File: src/sv/pqd_pkg.sv
// Shared types, constants and codes for the palette quantizer with dithering.
// No dependencies; every other file but the checker imports this package.
`default_nettype none
package pqd_pkg;

  localparam int MAX_WIDTH     = 1024;
  localparam int PALETTE_DEPTH = 256;

  localparam int COL_W  = $clog2(MAX_WIDTH);
  localparam int COLP_W = COL_W + 1;
  localparam int PAL_AW = $clog2(PALETTE_DEPTH);
  localparam int CNT_W  = $clog2(PALETTE_DEPTH + 1);

  typedef logic [7:0]        chan_t;
  typedef chan_t [2:0]       rgb_t;
  typedef logic signed [8:0] err_t;
  typedef err_t [2:0]        err3_t;

  localparam logic [1:0] REG_DITHER = 2'd0;
  localparam logic [1:0] REG_WIDTH  = 2'd1;
  localparam logic [1:0] REG_HEIGHT = 2'd2;
  localparam logic [1:0] REG_COUNT  = 2'd3;

  typedef struct packed {
    logic        dither;
    logic [10:0] width;
    logic [15:0] height;
    logic [8:0]  count;
  } cfg_t;

  typedef struct packed {
    logic              we;
    logic [PAL_AW-1:0] addr;
    rgb_t              data;
  } pal_wr_t;

  typedef struct packed {
    logic             start;
    rgb_t             pixel;
    logic [CNT_W-1:0] count;
  } search_req_t;

  typedef struct packed {
    logic              done;
    logic [PAL_AW-1:0] best;
    rgb_t              best_rgb;
  } search_rsp_t;

  typedef enum logic [2:0] {
    S_IDLE, S_UL, S_UP, S_UR, S_LEFT, S_START, S_WAIT, S_WRITE
  } state_t;

endpackage
`default_nettype wire

File: src/sv/pqd_ctrl.sv
// Pixel sequencer: input transfer, error diffusion steps, search request,
// error write-back, raster counters and the output register.
// Depends on pqd_pkg.
`default_nettype none
module pqd_ctrl (
  input  wire                      clk,
  input  wire                      rst,
  input  pqd_pkg::cfg_t             cfg,
  input  wire                      in_valid,
  output logic                     in_stall,
  input  wire                      command,
  input  wire  [7:0]               entry_index,
  input  wire  [7:0]               red,
  input  wire  [7:0]               green,
  input  wire  [7:0]               blue,
  output pqd_pkg::pal_wr_t          pal_wr,
  output pqd_pkg::search_req_t      req,
  input  pqd_pkg::search_rsp_t      rsp,
  output logic                     line_we,
  output logic [pqd_pkg::COL_W-1:0] line_waddr,
  output pqd_pkg::err3_t            line_wdata,
  output logic                     line_re,
  output logic [pqd_pkg::COL_W-1:0] line_raddr,
  input  pqd_pkg::err3_t            line_rdata,
  output logic                     out_valid,
  input  wire                      out_stall,
  output logic [7:0]               color_index,
  output logic                     row_end,
  output logic                     frame_end
);
  import pqd_pkg::*;

  function automatic chan_t add_share(input chan_t v, input err_t e, input logic [2:0] k);
    logic signed [12:0] p;
    logic signed [12:0] q;
    logic signed [12:0] s;
    p = 13'(e) * $signed({10'd0, k});
    q = p[12] ? ((p + 13'sd15) >>> 4) : (p >>> 4);
    s = $signed({5'd0, v}) + q;
    if (s < 0) begin
      return 8'd0;
    end else if (s > 13'sd255) begin
      return 8'd255;
    end
    return s[7:0];
  endfunction

  state_t           state, state_next;
  rgb_t             v, v_next;
  err3_t            upper_err;
  err3_t            left_err;
  err3_t            saved_ul;
  logic [COL_W-1:0] column;
  logic [15:0]      row;

  logic [COLP_W-1:0] w_eff;
  logic [15:0]       h_eff;
  logic [CNT_W-1:0]  n_eff;
  logic              last_col, last_row;
  logic              use_up, use_ul, use_ur, use_left;
  logic              accept, accept_pixel, load_out;
  err3_t             e;

  always_comb begin
    if (cfg.width == '0) begin
      w_eff = COLP_W'(1);
    end else if (32'(cfg.width) > MAX_WIDTH) begin
      w_eff = COLP_W'(MAX_WIDTH);
    end else begin
      w_eff = COLP_W'(cfg.width);
    end
    h_eff = (cfg.height == '0) ? 16'd1 : cfg.height;
    if (cfg.count == '0) begin
      n_eff = CNT_W'(1);
    end else if (32'(cfg.count) > PALETTE_DEPTH) begin
      n_eff = CNT_W'(PALETTE_DEPTH);
    end else begin
      n_eff = CNT_W'(cfg.count);
    end
  end

  assign last_col = (32'(column) + 1 >= 32'(w_eff));
  assign last_row = (17'(row) + 17'd1 >= 17'(h_eff));
  assign use_up   = cfg.dither && row != '0;
  assign use_ul   = use_up && column != '0;
  assign use_ur   = use_up && !last_col;
  assign use_left = cfg.dither && column != '0;

  assign accept       = (state == S_IDLE) && in_valid;
  assign accept_pixel = accept && command;
  assign load_out     = (state == S_WRITE) && !(out_valid && out_stall);

  always_comb begin
    for (int ch = 0; ch < 3; ch++) begin
      e[ch] = $signed({1'b0, v[ch]}) - $signed({1'b0, rsp.best_rgb[ch]});
    end
  end

  // next state
  always_comb begin
    state_next = state;
    case (state)
      S_IDLE:  if (accept_pixel) state_next = S_UL;
      S_UL:    state_next = S_UP;
      S_UP:    state_next = S_UR;
      S_UR:    state_next = S_LEFT;
      S_LEFT:  state_next = S_START;
      S_START: state_next = S_WAIT;
      S_WAIT:  if (rsp.done) state_next = S_WRITE;
      S_WRITE: if (load_out) state_next = S_IDLE;
      default: state_next = S_IDLE;
    endcase
  end

  // outputs and datapath
  always_comb begin
    in_stall     = (state != S_IDLE);
    pal_wr.we    = accept && !command && (32'(entry_index) < PALETTE_DEPTH);
    pal_wr.addr  = PAL_AW'(entry_index);
    pal_wr.data  = {blue, green, red};
    req.start    = (state == S_START);
    req.pixel    = v;
    req.count    = n_eff;
    line_re      = 1'b0;
    line_raddr   = column;
    line_we      = load_out;
    line_waddr   = column;
    line_wdata   = e;
    v_next       = v;
    case (state)
      S_IDLE: begin
        line_re = 1'b1;
        if (accept_pixel) v_next = {blue, green, red};
      end
      S_UL: begin
        line_re    = 1'b1;
        line_raddr = COL_W'(column + 1'b1);
        if (use_ul) begin
          for (int ch = 0; ch < 3; ch++) v_next[ch] = add_share(v[ch], saved_ul[ch], 3'd1);
        end
      end
      S_UP: begin
        if (use_up) begin
          for (int ch = 0; ch < 3; ch++) v_next[ch] = add_share(v[ch], upper_err[ch], 3'd5);
        end
      end
      S_UR: begin
        if (use_ur) begin
          for (int ch = 0; ch < 3; ch++) v_next[ch] = add_share(v[ch], line_rdata[ch], 3'd3);
        end
      end
      S_LEFT: begin
        if (use_left) begin
          for (int ch = 0; ch < 3; ch++) v_next[ch] = add_share(v[ch], left_err[ch], 3'd7);
        end
      end
      default: ;
    endcase
  end

  always_ff @(posedge clk) begin
    if (rst) begin
      state     <= S_IDLE;
      out_valid <= 1'b0;
      column    <= '0;
      row       <= '0;
      left_err  <= '0;
      saved_ul  <= '0;
    end else begin
      state <= state_next;
      if (load_out) begin
        out_valid <= 1'b1;
      end else if (out_valid && !out_stall) begin
        out_valid <= 1'b0;
      end
      if (load_out) begin
        if (last_col) begin
          column   <= '0;
          row      <= last_row ? '0 : row + 1'b1;
          left_err <= '0;
          saved_ul <= '0;
        end else begin
          column   <= column + 1'b1;
          left_err <= e;
          saved_ul <= upper_err;
        end
      end
    end
  end

  always_ff @(posedge clk) begin
    v <= v_next;
    if (state == S_UL) begin
      upper_err <= line_rdata;
    end
    if (load_out) begin
      color_index <= 8'(rsp.best);
      row_end     <= last_col;
      frame_end   <= last_col && last_row;
    end
  end

endmodule
`default_nettype wire

File: config.mk
export PLATFORM = sky130hd
export DESIGN_NAME = pqd_ctrl
export DESIGN_NICKNAME = d
export VERILOG_FILES = /design/src/sv/pqd_pkg.sv /design/src/sv/pqd_ctrl.sv
export SDC_FILE = /design/constraint.sdc
export NUM_CORES = 1
export LEC_CHECK = 0
export BUFFER_PORTS_ARGS = -buffer_cell sky130_fd_sc_hd__buf_4
export CORE_ASPECT_RATIO = 1.5
export CORE_MARGIN = 5
export CORE_UTILIZATION = 55
export DETAILED_ROUTE_END_ITERATION = 16
export PLACE_DENSITY = 0.83
export SLEW_MARGIN = 20
export SYNTH_ARGS = -nofsm -noshare
export SYNTH_HDL_FRONTEND = slang
export SYNTH_SLANG_ARGS = --single-unit
File: constraint.sdc
create_clock -name clk -period 5.5 [get_ports clk]
set_input_delay 0.825 -clock clk [delete_from_list [all_inputs] [get_ports clk]]
set_output_delay 0.825 -clock clk [all_outputs]
set_load 0.01 [all_outputs]
# --- After elaboration in Yosys (flattened, before gate mapping) ---
# Index checks and enable logic that the tools add are counted.
word_totals:
  ff_bits: 145
  input_bits: 134
  output_inout_bits: 128
  elab_cells: 248
op_classes:
  n_addsub: 31
  mul: 9
  order_cmp: 28
  eq_ne: 14
  n_mux: 119
  n_reduce_logical: 28
ops:
  columns: ["operator", "count"]
  rows:
  - ["$mux 8", 36]
  - ["$add 9x13->13", 12]
  - ["$gt 13x9->1 const B", 12]
  - ["$lt 13x1->1 const B", 12]
  - ["$mux 13", 12]
  - ["$mux 24", 5]
  - ["$pmux 24 s5", 1]
  - ["$add 13x5->13 const B", 6]
  - ["$mul 9x4->13 const B", 6]
  - ["$mux 27", 2]
  - ["$mux 1", 51]
  - ["$add 12x5->13 const B", 3]
  - ["$mul 9x3->12 const B", 3]
  - ["$mux 16", 2]
  - ["$add 9x5->10 const B", 3]
  - ["$sub 8x8->9", 3]
  - ["$pmux 3 s8", 1]
  - ["$mux 11", 2]
  - ["$mux 10", 2]
  - ["$mux 9", 2]
  - ["$add 16x1->17 const B", 1]
  - ["$ge 17x16->1", 1]
  - ["$add 16x1->16 const B", 1]
  - ["$logic_not 16->1", 1]
  - ["other kinds (24)", 49]

# --- Logic depth before layout (Yosys ltp) ---
depth:
  word_depth: 12
  depth_mapped: 24
  depth_no_buf: 24

# --- Least setup slack after synthesis ---
# OpenSTA, ideal clock, no wires.
synth_path:
  path_type: "flip-flop to flip-flop"
  startpoint: "reg left_err[10] (netlist bit)"
  endpoint: "reg v (netlist bit req[20]) (data pin)"
  arrival_ns: 4.925
  setup_slack_ns: 0.308
  stages_incl_launch_ff: 24
  path_buffers: 0
  path_cell_list: "dfxtp_1 > ha_1 > inv_1 > fa_1 > inv_1 > fa_1 > a211oi_2 > o21ai_1 > and3_1 > o21ai_0 > xnor2_1 > a21oi_1 > xnor2_1 > ha_1 > fa_1 > a21o_1 > a21oi_1 > o21ai_0 > a21o_1 > a21o_1 > nor3_1 > nor2_2 > a211oi_1 > a31oi_1"
synth_rtl:
  columns: ["item", "line_no", "rtl"]
  rows:
  - ["start, declared", "pqd_ctrl.sv:51", "err3_t left_err;"]
  - ["start signal, assigned", "pqd_ctrl.sv:167", "left_err <= '0;"]
  - ["start signal, assigned", "pqd_ctrl.sv:180", "left_err <= '0;"]
  - ["start signal, assigned", "pqd_ctrl.sv:184", "left_err <= e;"]
  - ["end signal, assigned", "pqd_ctrl.sv:192", "v <= v_next;"]
  - ["end, declared", "pqd_ctrl.sv:49", "rgb_t v, v_next;"]

==> impl_metrics.env <==
export IMPL_place_ws_ns=-0.0297
export IMPL_synth_ff_type="dfxtp_1"
export IMPL_cpMostUsedCell="ha_1"
export IMPL_fmax_mhz=187
export IMPL_worstHoldPathCells=2
export IMPL_htreeDepth=4
export IMPL_rrSetupSlack_ns=0.14
export IMPL_syn_instance_count=2515
export IMPL_setup_viol=0
export IMPL_cts_tree="built"
export IMPL_areaGrowthSynthToFinish_pct=15.5
export IMPL_wl_per_cell_um=17.8
export IMPL_track_usage=0.271
export IMPL_vdd_ir_drop_max_mv=0.203
export IMPL_r2r_start="left_err[19]"
export IMPL_fin_ws_ns=0.142
export IMPL_crit_required_ns=5.71
export IMPL_finalPower_mw=5.38
export IMPL_power_density_nw_per_um2=231
export IMPL_grt_pass1_vias=19584
export IMPL_cpPeakStageDelay_ns=0.44
export IMPL_critical_path_arrival_ns=5.57
export IMPL_pwr_share_seq=0.250
export IMPL_synthArstFlopShare=0
export IMPL_place_port_buffers=245
export IMPL_synth_area_leaders="ha_1 (20%), edfxtp_1 (9.1%), dfxtp_1 (8.3%)"
export IMPL_path_clk_slew_ns=0.07
export IMPL_p_sw_frac=0.416
export IMPL_power_switching_mw=2.24
export IMPL_p_comb_frac=0.520
export IMPL_dp_cells=3197
export IMPL_finalCritPeriodShare=0.974
export IMPL_min_to="saved_ul[3]"
export IMPL_drt_initial_drc_count=1217
export IMPL_yosysTopAreaCell="ha_1"
export IMPL_yosysUniqueCellTypes=108
export IMPL_netlist_area_sq_um=20200
export IMPL_cpMaxStageDelayCell="fa_1"
export IMPL_synth_edf_count=61
export IMPL_yosysSeqAreaShare=0.174
export IMPL_num_io_pins=262
export IMPL_die_area_sq_um=40700
export IMPL_gp_congestion=0.951
export IMPL_drv_cap=0
export IMPL_clkPwrFrac=0.230
export IMPL_fp_dieH_um=244
export IMPL_post_route_min_period_ns=5.36
export IMPL_synth_top_area_frac=0.196
export IMPL_overflow=0
export IMPL_cts_hold_buf=0
export IMPL_crit_chain="ha_1, xor2_1, ha_1, inv_1, fa_1, nand2b_1, a21o_1, a211oi_1, o21ai_1, xnor2_2, nand3b_1, xnor2_1, ha_1, a21o_1, a21oi_1, o21ai_0, nor4b_1, nor3_1, a21boi_1, o311a_1, o32a_1"
export IMPL_clk_latency_ns=0.47
export IMPL_ant_nets=0
export IMPL_crit_type="reg2reg"
export IMPL_critPathLaunchType="register"
export IMPL_skew_ns=0.0171
export IMPL_wl_um=57600
export IMPL_tightest_slew_ns=1.05
export IMPL_min_from="saved_ul[3]"
export IMPL_grt_start_max_net_pins=95
export IMPL_cp_max_fo=5
export IMPL_final_common_cell="ha_1"
export IMPL_leakagePower_nw=10.6
export IMPL_fp_dieW_um=166
export IMPL_timing_rr_end="req[25]"
export IMPL_worst_setup_path_end_kind="register"
export IMPL_finalHoldViolCount=0
export IMPL_rows=86
export IMPL_core_area_sq_um=36500
export IMPL_p_int_mw=3.14
export IMPL_slew_headroom=0.302
export IMPL_r2r_worst_path_cells=21
export IMPL_clock_sinks=145
export IMPL_rsz0062_at_grt="true"
export IMPL_numCtsBuffers=17
export IMPL_drc_errors=0
export IMPL_cts_buffer_depth=2
export IMPL_hpwl_um=45600
export IMPL_ys_seq_elements=145
export IMPL_clock_root_buffer="clkbuf_16"
export IMPL_nets=3226
export IMPL_viasPerCell=6.01
export IMPL_n_antenna_cell=0
export IMPL_synth_warnings=0
export IMPL_path_depth=21
export IMPL_slew_violations=0
export IMPL_fill_cells=3097
export IMPL_vias=19437
export IMPL_min_path_type="reg2reg"
export IMPL_syn_avg_cell_area_sq_um=8.02
export IMPL_drive_gt1_frac=0.156
export IMPL_first_pass_iters=6
export IMPL_antenna_found_initial=0
export IMPL_critPathBufInv=1
export IMPL_syn_nets=3005
export IMPL_cpLargestDelayFamily="compound AO/OA/AOI/OAI gates"
export IMPL_status="finished, final reports clean"
export IMPL_grt_first_pass_wirelength_um=92500
export IMPL_layout_common_cells="ha_1 (314), buf_4 (295), inv_1 (218)"
export IMPL_initial_core_util=0.553
export IMPL_stdcell_count=3233
-- layout make-up --
cell class              count  area (sq um)  area share
clock inverters             9          86.3     0.00371
repair buffers            295          2210      0.0951
well taps                 484           606      0.0260
clock buffers              23           522      0.0224
multi-input cells        2055         15500       0.666
flip-flops and latches    145          3520       0.151
inverters                 222           833      0.0358
-- worst max path at each step --
| stage | start | endpoint | slack, ns |
|---|---|---|---|
| final | left_err[19] | req[25] | 0.14 |
| after detailed placement | line_rdata[11] | req[24] | -0.03 |
| after global routing | left_err[11] | req[19] | -0.06 |
| after global placement | line_rdata[5] | req[15] | 0.11 |
| after floorplan | left_err[10] | req[20] | 0.31 |
| after CTS | left_err[1] | req[13] | 0.03 |
-- stage by stage --
step           hold WS (ns)  utilization  TNS [ns]  area (sq um)
2_1_floorplan         0.439            -         0         20200
3_3_place_gp          0.447        0.616         0         22500
3_5_place_dp          0.459        0.616   -0.0356         22500
4_1_cts               0.467        0.633         0         23100
5_1_grt               0.494        0.639    -0.228         23300
6_report              0.465        0.639         0         23300
-- logic make-up after synthesis --
group,Yosys count,synth area share
mux,7,0.00372
xor+xnor,242,0.105
buf+inv,315,0.0662
compound gates,665,0.220
fa+ha+maj,356,0.236
simple gates,785,0.195
flops,145,0.174
-- worst reg2reg max path, stage by stage (launching register included) --
cell      delay [ns]
dfxtp_2         0.34
ha_1            0.33
xor2_1          0.18
ha_1            0.30
inv_1           0.06
fa_1            0.44
nand2b_1        0.19
a21o_1          0.19
a211oi_1        0.23
o21ai_1         0.14
xnor2_2         0.19
nand3b_1        0.29
xnor2_1         0.22
ha_1            0.31
a21o_1          0.11
a21oi_1         0.08
o21ai_0         0.32
nor4b_1         0.09
nor3_1          0.28
a21boi_1        0.13
o311a_1         0.33
o32a_1          0.35
-- sequential cells by signal, indices dropped and copies added, names as in the netlist --
register,cells
line_waddr,10
left_err,27
color_index,8
row,16
req,24
out_valid,1
row_end,1
state,3
saved_ul,27
frame_end,1
upper_err,27
-- power by group through the flow --
stage / clock network, mW / registers (mW) / logic, mW
2_1_floorplan: 0 / 1.30 / 1.95
3_3_place_gp: 0 / 1.36 / 2.64
3_5_place_dp: 0 / 1.36 / 2.74
4_1_cts: 1.25 / 1.34 / 2.76
5_1_grt: 1.29 / 1.34 / 3.09
6_report: 1.24 / 1.34 / 2.80
-- routing by layer --
layer,global-route usage,vias to the layer above,part of all wire
met4,0.144,0,0.055
met1,0.294,9139,0.38
met3,0.0404,184,0.052
li1,-,9446,-
met2,0.506,668,0.51
met5,0,-,0
-- cells in the mapped netlist (all sizes together) (50+ instances only) --
| cell type | count |
|---|---|
| xnor2 | 164 |
| nor3 | 50 |
| xor2 | 78 |
| edfxtp | 61 |
| nand2 | 179 |
| inv | 221 |
| a21oi | 191 |
| dfxtp | 84 |
| nand3 | 107 |
| ha | 316 |
| o21ai | 156 |
| nor2 | 200 |
| a21o | 55 |
-- what timing repair did --
action                     in CTS  in global routing
pin swaps                       0                 13
setup buffers                   0                  4
gates resized for setup         1                 49
setup endpoints to repair       2                 24
No activity file was read; power rests on OpenSTA's default activity.
